--- config.mk ---
export PLATFORM = sky130hd
export DESIGN_NAME = fcte_engine
export DESIGN_NICKNAME = d
export VERILOG_FILES = /design/src/rtl/fcte_pkg.sv /design/src/rtl/fcte_engine.sv
export SDC_FILE = /design/constraint.sdc
export NUM_CORES = 1
export LEC_CHECK = 0
export ABC_AREA = 1
export BUFFER_PORTS_ARGS = -buffer_cell sky130_fd_sc_hd__buf_4
export CORE_ASPECT_RATIO = 0.9
export CORE_MARGIN = 5
export CORE_UTILIZATION = 35
export CTS_CLUSTER_DIAMETER = 60
export DETAILED_ROUTE_END_ITERATION = 10
export PLACE_DENSITY = 0.52
export SYNTH_ARGS = -nofsm -noshare
export SYNTH_HDL_FRONTEND = slang
export SYNTH_SLANG_ARGS = --single-unit
--- constraint.sdc ---
create_clock -name clk_i -period 4.7 [get_ports clk_i]
set_clock_uncertainty 0.15 [all_clocks]
set_input_delay 0.235 -clock clk_i [delete_from_list [all_inputs] [get_ports clk_i]]
set_output_delay 0.235 -clock clk_i [all_outputs]
set_load 0.02 [all_outputs]
--- src/rtl/fcte_pkg.sv ---
// Shared types, codes and entry helpers for the cluster table engine.
`timescale 1ns / 1ps
`default_nettype none
package fcte_pkg;

  localparam int unsigned EntryW  = 28;
  localparam int unsigned ClusterW = 16;
  localparam int unsigned CountW  = 17;

  localparam logic [2:0] MODE_READ  = 3'd0;
  localparam logic [2:0] MODE_WRITE = 3'd1;
  localparam logic [2:0] MODE_FIND  = 3'd2;
  localparam logic [2:0] MODE_TRAV  = 3'd3;
  localparam logic [2:0] MODE_CHAIN = 3'd4;

  localparam logic [1:0] FAT12 = 2'd0;
  localparam logic [1:0] FAT16 = 2'd1;
  localparam logic [1:0] FAT32 = 2'd2;

  localparam logic [1:0] CFG_FAT_TYPE      = 2'd0;
  localparam logic [1:0] CFG_CLUSTER_COUNT = 2'd1;

  localparam logic [1:0] STATUS_OK      = 2'd0;
  localparam logic [1:0] STATUS_NO_FREE = 2'd1;
  localparam logic [1:0] STATUS_LIMIT   = 2'd2;

  localparam logic [EntryW-1:0] Mask32 = 28'hfffffff;
  localparam logic [EntryW-1:0] Mask16 = 28'h000ffff;
  localparam logic [EntryW-1:0] Mask12 = 28'h0000fff;
  localparam logic [EntryW-1:0] Eoc32  = 28'hffffff8;
  localparam logic [EntryW-1:0] Eoc16  = 28'h000fff8;
  localparam logic [EntryW-1:0] Eoc12  = 28'h0000ff8;

  typedef struct packed {
    logic [1:0]        fat_type;
    logic [CountW-1:0] cluster_count;
  } cfg_t;

  typedef struct packed {
    logic [2:0]          mode;
    logic [ClusterW-1:0] cluster;
    logic [EntryW-1:0]   value;
    logic [15:0]         count;
  } req_t;

  typedef struct packed {
    logic [CountW-1:0] chain_length;
    logic              end_of_chain;
    logic [EntryW-1:0] result_cluster;
    logic [1:0]        status;
  } rsp_t;

  function automatic logic [EntryW-1:0] type_mask(input logic [1:0] ft);
    logic [EntryW-1:0] m;
    case (ft)
      FAT32:   m = Mask32;
      FAT16:   m = Mask16;
      default: m = Mask12;
    endcase
    return m;
  endfunction

  function automatic logic is_eoc(input logic [EntryW-1:0] e, input logic [1:0] ft);
    logic r;
    case (ft)
      FAT32:   r = (e >= Eoc32);
      FAT16:   r = (e >= Eoc16);
      default: r = (e >= Eoc12);
    endcase
    return r | (e == '0);
  endfunction

endpackage
`default_nettype wire

--- src/rtl/fcte_engine.sv ---
// Operation sequencer: clearing pass, single writes, read-only walks, result register.
`timescale 1ns / 1ps
`default_nettype none
module fcte_engine #(
  parameter int unsigned MAX_CLUSTERS = 65536,
  parameter int unsigned ADDR_W = 16
) (
  input  wire logic                 clk_i,
  input  wire logic                 rst_ni,
  input  wire fcte_pkg::cfg_t       cfg_i,
  input  wire logic                 req_valid_i,
  output logic                      req_ready_o,
  input  wire fcte_pkg::req_t       req_i,
  output logic                      rsp_valid_o,
  input  wire logic                 rsp_ready_i,
  output fcte_pkg::rsp_t            rsp_o,
  output logic                      mem_we_o,
  output logic [ADDR_W-1:0]         mem_waddr_o,
  output logic [fcte_pkg::EntryW-1:0] mem_wdata_o,
  output logic                      mem_re_o,
  output logic [ADDR_W-1:0]         mem_raddr_o,
  input  wire logic [fcte_pkg::EntryW-1:0] mem_rdata_i
);
  import fcte_pkg::*;

  typedef enum logic [2:0] {ST_CLEAR, ST_IDLE, ST_ISSUE, ST_EVAL, ST_OUT} state_e;

  localparam logic [28:0] MaxC = 29'(MAX_CLUSTERS);
  localparam logic [ADDR_W-1:0] LastAddr = ADDR_W'(MAX_CLUSTERS - 1);

  state_e            state_q, state_d;
  logic [ADDR_W-1:0] clr_q, clr_d;
  logic [2:0]        op_q, op_d;
  logic [15:0]       cnt_q, cnt_d;
  logic [EntryW-1:0] cur_q, cur_d;
  logic [CountW-1:0] ctr_q, ctr_d;
  logic [15:0]       hint_q, hint_d;
  logic [1:0]        status_q, status_d;
  logic [EntryW-1:0] res_q, res_d;
  logic              valid_q, valid_d;
  logic              rsp_valid_q, rsp_valid_d;
  rsp_t              rsp_q, rsp_d;

  logic [EntryW-1:0] mask, entry, scan_addr;
  logic [28:0]       lim;
  logic              cur_in_rng, accept;

  assign mask       = type_mask(cfg_i.fat_type);
  assign entry      = mem_rdata_i & mask;
  assign cur_in_rng = ({1'b0, cur_q} < MaxC);
  assign lim        = ({12'b0, cfg_i.cluster_count} < MaxC) ? {12'b0, cfg_i.cluster_count} : MaxC;
  assign scan_addr  = {11'b0, ctr_q};
  assign req_ready_o = (state_q == ST_IDLE);
  assign accept     = req_valid_i && req_ready_o;
  assign rsp_valid_o = rsp_valid_q;
  assign rsp_o      = rsp_q;

  always_comb begin
    state_d = state_q;
    clr_d = clr_q;
    op_d = op_q;
    cnt_d = cnt_q;
    cur_d = cur_q;
    ctr_d = ctr_q;
    hint_d = hint_q;
    status_d = status_q;
    res_d = res_q;
    valid_d = valid_q;
    rsp_d = rsp_q;
    rsp_valid_d = rsp_valid_q & ~rsp_ready_i;
    mem_we_o = 1'b0;
    mem_waddr_o = cur_q[ADDR_W-1:0];
    mem_wdata_o = '0;
    mem_re_o = 1'b0;
    mem_raddr_o = (op_q == MODE_FIND) ? scan_addr[ADDR_W-1:0] : cur_q[ADDR_W-1:0];
    unique case (state_q)
      ST_CLEAR: begin
        mem_we_o = 1'b1;
        mem_waddr_o = clr_q;
        clr_d = clr_q + 1'b1;
        if (clr_q == LastAddr) begin
          state_d = ST_IDLE;
        end
      end
      ST_IDLE: begin
        if (accept) begin
          op_d = req_i.mode;
          cnt_d = req_i.count;
          cur_d = {12'b0, req_i.cluster};
          ctr_d = '0;
          status_d = STATUS_OK;
          res_d = '0;
          valid_d = 1'b1;
          state_d = ST_ISSUE;
          case (req_i.mode) inside
            MODE_WRITE: begin
              state_d = ST_OUT;
              if ({13'b0, req_i.cluster} < MaxC) begin
                mem_we_o = 1'b1;
                mem_waddr_o = req_i.cluster[ADDR_W-1:0];
                mem_wdata_o = req_i.value & mask;
                res_d = req_i.value & mask;
              end
            end
            MODE_FIND: ctr_d = {1'b0, hint_q};
            MODE_READ, MODE_TRAV, MODE_CHAIN: ;
            default: begin
              valid_d = 1'b0;
              state_d = ST_OUT;
            end
          endcase
        end
      end
      ST_ISSUE: begin
        state_d = ST_OUT;
        case (op_q)
          MODE_READ: begin
            if (cur_in_rng) begin
              mem_re_o = 1'b1;
              state_d = ST_EVAL;
            end
          end
          MODE_FIND: begin
            if ({12'b0, ctr_q} >= lim) begin
              status_d = STATUS_NO_FREE;
            end else begin
              mem_re_o = 1'b1;
              state_d = ST_EVAL;
            end
          end
          MODE_TRAV: begin
            res_d = cur_q;
            if ({1'b0, cnt_q} <= ctr_q) begin
              state_d = ST_OUT;
            end else if (ctr_q >= cfg_i.cluster_count) begin
              status_d = STATUS_LIMIT;
            end else if (cur_in_rng) begin
              mem_re_o = 1'b1;
              state_d = ST_EVAL;
            end
          end
          default: begin
            res_d = cur_q;
            if (is_eoc(cur_q, cfg_i.fat_type)) begin
              state_d = ST_OUT;
            end else if (ctr_q >= cfg_i.cluster_count) begin
              status_d = STATUS_LIMIT;
            end else if (cur_in_rng) begin
              mem_re_o = 1'b1;
              state_d = ST_EVAL;
            end else begin
              cur_d = '0;
              ctr_d = ctr_q + 1'b1;
              state_d = ST_ISSUE;
            end
          end
        endcase
      end
      ST_EVAL: begin
        state_d = ST_ISSUE;
        case (op_q)
          MODE_READ: begin
            res_d = entry;
            state_d = ST_OUT;
          end
          MODE_FIND: begin
            if (entry == '0) begin
              hint_d = ctr_q[15:0];
              res_d = scan_addr;
              state_d = ST_OUT;
            end else begin
              ctr_d = ctr_q + 1'b1;
            end
          end
          MODE_TRAV: begin
            if (is_eoc(entry, cfg_i.fat_type)) begin
              res_d = cur_q;
              state_d = ST_OUT;
            end else begin
              cur_d = entry;
              ctr_d = ctr_q + 1'b1;
            end
          end
          default: begin
            cur_d = entry;
            ctr_d = ctr_q + 1'b1;
          end
        endcase
      end
      ST_OUT: begin
        if (!rsp_valid_q || rsp_ready_i) begin
          rsp_valid_d = 1'b1;
          rsp_d.status = status_q;
          rsp_d.result_cluster = res_q;
          rsp_d.end_of_chain = valid_q && is_eoc(res_q, cfg_i.fat_type);
          rsp_d.chain_length = (op_q == MODE_CHAIN) ? ctr_q : '0;
          state_d = ST_IDLE;
        end
      end
      default: state_d = ST_IDLE;
    endcase
  end

  always_ff @(posedge clk_i or negedge rst_ni) begin
    if (!rst_ni) begin
      state_q <= ST_CLEAR;
      clr_q <= '0;
      hint_q <= '0;
      rsp_valid_q <= 1'b0;
    end else begin
      state_q <= state_d;
      clr_q <= clr_d;
      hint_q <= hint_d;
      rsp_valid_q <= rsp_valid_d;
    end
  end

  always_ff @(posedge clk_i) begin
    op_q <= op_d;
    cnt_q <= cnt_d;
    cur_q <= cur_d;
    ctr_q <= ctr_d;
    status_q <= status_d;
    res_q <= res_d;
    valid_q <= valid_d;
    rsp_q <= rsp_d;
  end

endmodule
`default_nettype wire

Word-level counts from Yosys, hierarchy flattened. Index checks and enable logic that the tools add are counted.

Add/subtract/negate cells: 2. Order comparisons: 14. Equality and inequality tests: 33. Multiplexer cells: 81. Bitwise gates (word level): 7. Reduce and logical (&&, ||, !) cells: 24.

Operators by type and width (count): $mux 28 (13); $pmux 28 s3 (3); $mux 17 (8); $pmux 28 s2 (2); $pmux 17 s3 (2); $ge 28x12->1 const B (3); $ge 28x16->1 const B (3); $ge 28x28->1 const B (3); $logic_not 28->1 (3); $mux 16 (5); $and 28x28->28 (2); $mux 3 (14); $ge 17x17->1 (2); $pmux 16 s2 (1); $lt 28x17->1 const B (1); $ne 2x2->1 const B (10); $eq 3x2->1 const B (6); $mux 1 (18); $ne 3x3->1 const B (6); $pmux 3 s3 (2); $add 17x1->17 const B (1); $le 16x17->1 (1); $lt 17x17->1 const B (1); $add 16x1->16 const B (1); other kinds (30) (50).

Register bits after elaboration: 179. Input bits: 114. Output and inout port bits: 112. Word-level logic and storage cells: 176.

Longest topological paths before layout.
Depth in word-level cells: 11. Mapped depth: 20. Gate-level depth less buffers: 19.

Least setup slack after synthesis. OpenSTA, ideal clock, no wires.

Path kind: input -> register. Start: in cfg_i[17] (netlist name). End: reg res_q[0] (enable). Setup time: 0.448 ns. Arrival time: 3.364 ns. Data required time: 4.102 ns. Path slack: 0.738 ns. Cell stages on the path: 14. Path buffers: 1. Cell sequence: inv_1 ha_1 buf_2 nand2_1 nand2_1 nor2_1 nand2_1 nor2_1 inv_1 nor2_1 a21oi_1 nand4_1 nand2_1 nor3_1.

Cells in the longest elaborated chain, start to end: 10. Elaborated cells on any way between the ends: 15. Classes of those cells: order compare (3); eq/ne (4); mux (4); bitwise (2); reduce/logical (2).

RTL lines: from (decl) (line fcte_engine.sv:10) `input wire fcte_pkg::cfg_t cfg_i,`; $eq 2x1->1 / $eq 2x2->1 (equally long branches) (line fcte_pkg.sv:55, fcte_pkg.sv:65); $pmux 28 s2 (line fcte_pkg.sv:55) `case (ft)`; $and 28x28->28 (line fcte_engine.sv:49) `assign entry = mem_rdata_i & mask;`; $ge 28x12->1, or another cell as far along (line fcte_pkg.sv:68) `default: r = (e >= Eoc12);`; $pmux 1 s2 (line fcte_pkg.sv:65) `case (ft)`; $mux 1 (line fcte_engine.sv:161) `case (op_q)`; $mux 1 (line fcte_engine.sv:76) `unique case (state_q)`; $or 1x1->1 (line fcte_pkg.sv:70) `return r | (e == '0);`; $ne 3x3->1 (no line); $reduce_and 6->1 (no line) *; to (signal assigned) (line fcte_engine.sv:224) `res_q <= res_d;`; to (decl) (line fcte_engine.sv:39) `logic [EntryW-1:0] res_q, res_d;`.

Every way passes the cells marked *; elsewhere a longest branch is shown, timed or not. The select of a mux whose other input is x is not followed. A chain may end at the register's enable or synchronous reset.

Worst setup path after layout.
Start: reg state_q[2]. End: out mem_waddr_o[14].

Cells in the longest elaborated chain, start to end: 4. Elaborated cells on any way between the ends: 5. Classes of those cells: eq/ne (1); mux (2); reduce/logical (2).

RTL lines: from (decl) (line fcte_engine.sv:31) `state_e state_q, state_d;`; from (signal assigned) (line fcte_engine.sv:211) `state_q <= state_d;`; $eq 3x1->1 (line fcte_engine.sv:53, fcte_engine.sv:76); $logic_and 1x1->1 (line fcte_engine.sv:54) `assign accept = req_valid_i && req_ready_o;`; $mux 16 (line fcte_engine.sv:86) `if (accept) begin`; $pmux 16 s2 * (line fcte_engine.sv:76); to (decl) (line fcte_engine.sv:18) `output logic [ADDR_W-1:0] mem_waddr_o,`.

Every way passes the cells marked *; elsewhere a longest branch is shown, timed or not.

==> run summary <==
Run status -> completed
Uppermost layer routed -> met4
Hpwl dp -> 28510 um
DRT Pass-1 Iters -> 6
Vias per cell -> 5.079
Core ar. -> 29730 um^2
Post-synth ARST share -> 20.11%
Setup TNS Final -> 0 ns
Finish-stage setup viols -> 0
Required time of the critical path -> 4.32 ns
Diode count -> 0
CP arrival -> 3.83 ns
Cts repair resizes -> 0
Initial detailed-routing violation count -> 980
Post-Syn Area -> 10510 um^2
Worst Tran Pin Value -> 1.151 ns
Max-Cap Viols -> 0
Comb power frac -> 7.1%
IO Port Bufs -> 225
Min Tclk post-route -> 4.213 ns
Clock transition at the registers of the reported paths -> 0.08 ns
WL/cell -> 19.28 um
Critical-path top delay cell -> nor2_4
Yosys warns -> 0
Mapped Cells -> 1231
Largest stage delay, worst path -> 0.54 ns
Critical path's top delay family -> simple AND/OR/NAND/NOR gates
Clock sink count -> 179
Leak -> 0.006114 uW
Switching Share -> 22.97%
Grt ovf -> 0
Most used DFF post-synth -> edfxtp_1
Row count -> 60
WP buf/inv -> 5
R2R Setup Slk -> 1.37 ns
FMAX -> 237.4 MHz
Cells along the critical path -> nor2_8, inv_1, nor2_2, inv_2, nor2_4, inv_2, nor2_8, inv_2, nand2_2, o221ai_1, buf_4
Chip width -> 192.7 um
Initial Util -> 35.35%
Yosys top cell by area -> edfxtp_1
Syn_nets -> 1399
First-pass GRT wire length -> 54410 um
Clock Power Share -> 42.8%
Power share of the sequential group -> 50.1%
Commonest cells post-synth -> nand2_1, inv_1, nor2_1
Initial antenna violation count -> 0
CTS root buffer -> clkbuf_16
Synthesized flop and latch total -> 179
Crit Path Max Fanout -> 21
Cell Pwr Density -> 249.1 nW/um^2
WHS Path Cells -> 3
NetSw -> 778.6 uW
Hold crit path type -> in -> reg
Routed WL -> 36660 um
Die area -> 33600 um^2
Post-layout nets -> 1654
Vias in the first global route -> 9016
IO Pins -> 226
Hold Crit Start -> req_i[44]
GPL Wtd Cong -> 0.9174
CP Launch Type -> register
Total GRT Usage -> 21.33%
Hold Path End -> cur_q[0]
R2r worst-path depth -> 12
Post-route antenna net violation count -> 0
DRC -> 0
CTS tree -> yes
Sequential fraction of the synthesis area -> 49.43%
Slew headroom -> 23.21%
Critical path class -> reg -> out
Largest net degree at the start of global routing -> 49
Avg Inst Size Synth -> 8.538 um^2
WL met2 -> 15920 um
RSZ-0062 raised after global routing -> no
H-tree level count -> 4
Synth cell types -> 44
Clock Latency Late Sink -> 0.44 ns
Met3 WL -> 3150 um
Cts bufs inserted -> 17
Area growth, synth to finish -> 29.44%
Worst Setup End Kind -> output pin
Worst R2R Start -> ctr_q[12]
R2R Path End -> ctr_q[15]
Max-slew violations -> 0
Internal power -> 2611 uW
Synth area leaders -> edfxtp_1, nand2_1, dfrtp_1, ha_1, inv_1
WL met1 -> 17190 um
Finished Core Util -> 45.76%
Post-synth EDFFs -> 143
Clock buffer depth -> 2
Worst VDD drop -> 0.2407 mV
Top-count cell post-synth -> nand2_1
Die height -> 174.4 um
Yosys top cell area share -> 40.86%
Final worst-path cycle share -> 89.64%
DR vias -> 9660
Share of cells above drive strength 1 -> 19.88%
Most frequent CP cell -> inv_2
Final Hold Violating Endpoints -> 0
==> cells by family after synthesis <==
logic type	share of synthesized area, %
adder cells (fa/ha/maj)	6.429
flip-flops	49.43
AND/OR/NAND/NOR	22.82
buffers and inverters	8.095
AO/OA/AOI/OAI	11.64
XOR/XNOR	1.583
==> power groups by stage <==
stage               clock network, uW  logic (uW)  registers, uW
floorplan                           0        84.2           1730
global placement                    0         210           1730
detailed placement                  0         212           1730
CTS                              1480         239           1700
global route                     1550         266           1700
finish                           1450         239           1700
==> area by class of cell <==
type | count | area (um^2)
Multi-Input combinational cell | 830 | 4483
Fill cell | 2962 | 16120
Timing Repair Buffer | 272 | 2137
Clock inverter | 13 | 153.9
Clock buffer | 19 | 432.9
Tap cell | 403 | 504.2
Inverter | 186 | 698.2
Sequential cell | 179 | 5195
==> state kept, by name (all words and copies together), names as in the netlist <==
register and count:
rsp_valid_o 1, hint_q 16, status_q 2, state_q 3, ctr_q 17, clr_q 16
cur_q 28, rsp_o 48, res_q 28, op_q 3, valid_q 1, cnt_q 16
==> tightest hold or removal path, stage by stage <==
cell and delay (ns):
buf_4 0.08, inv_1 0.06, o21ai_0 0.15
==> routing by layer <==
metal  global-route usage, %  up-vias
met1                   32.49     4543
met5                       0        -
met4                   3.981        0
met2                   31.35      413
met3                   4.618       26
li1                        -     4678
==> stage by stage <==
| step | std cells | setup slack, ns | instance area [um^2] | power (uW) | hold WS, ns |
|---|---|---|---|---|---|
| finish | 1902 | 0.4870 | 13600 | 3389 | 0.04287 |
| global route | 1902 | 0.2331 | 13600 | 3509 | 0.03275 |
| CTS | 1902 | 0.4843 | 13600 | 3415 | 0.01250 |
| detailed placement | 1832 | 0.9472 | 12640 | 1944 | 0.1155 |
| global placement | 1832 | 1.153 | 12640 | 1942 | 0.1053 |
| floorplan | 1231 | 0.7381 | 10510 | 1817 | -0.2106 |
==> worst max-delay path by stage <==
stage,from,endpoint,slack (ns),cells past startpoint
floorplan,cfg_i[17],res_q[0],0.74,14
global placement,state_q[2],mem_waddr_o[14],1.15,11
detailed placement,state_q[2],mem_waddr_o[14],0.95,11
CTS,state_q[2],mem_waddr_o[14],0.48,11
global route,state_q[2],mem_waddr_o[14],0.23,11
finish,state_q[2],mem_waddr_o[14],0.49,11
==> cell usage in the layout (no fill, tap or decap), drive strengths merged <==
cell         instances
nand2              286
buf                234
inv                188
nor2               166
edfxtp             143
o21ai               91
ha                  54
nand3               51
a21oi               42
o221ai              38
dlygate4sd3         38
dfrtp               36
nand4               23
xor2                19
clkbuf              19
nor3                16
o22ai               10
nor4                 9
o211ai               7
clkinv               5
clkinvlp             4
a31oi                3
o32ai                2
a22o                 2
nand3b               2
a32oi                2
bufinv               2
o2bb2ai              1
o21bai               1
a21o                 1
a21boi               1
o21a                 1
and3                 1
or4                  1
==> what timing repair did <==
action                                 4_1_cts  5_1_grt
hold buffers                                38        0
endpoints found under the hold margin       73        0
setup buffers                                0        0
(Power assumes the default switching activity.)
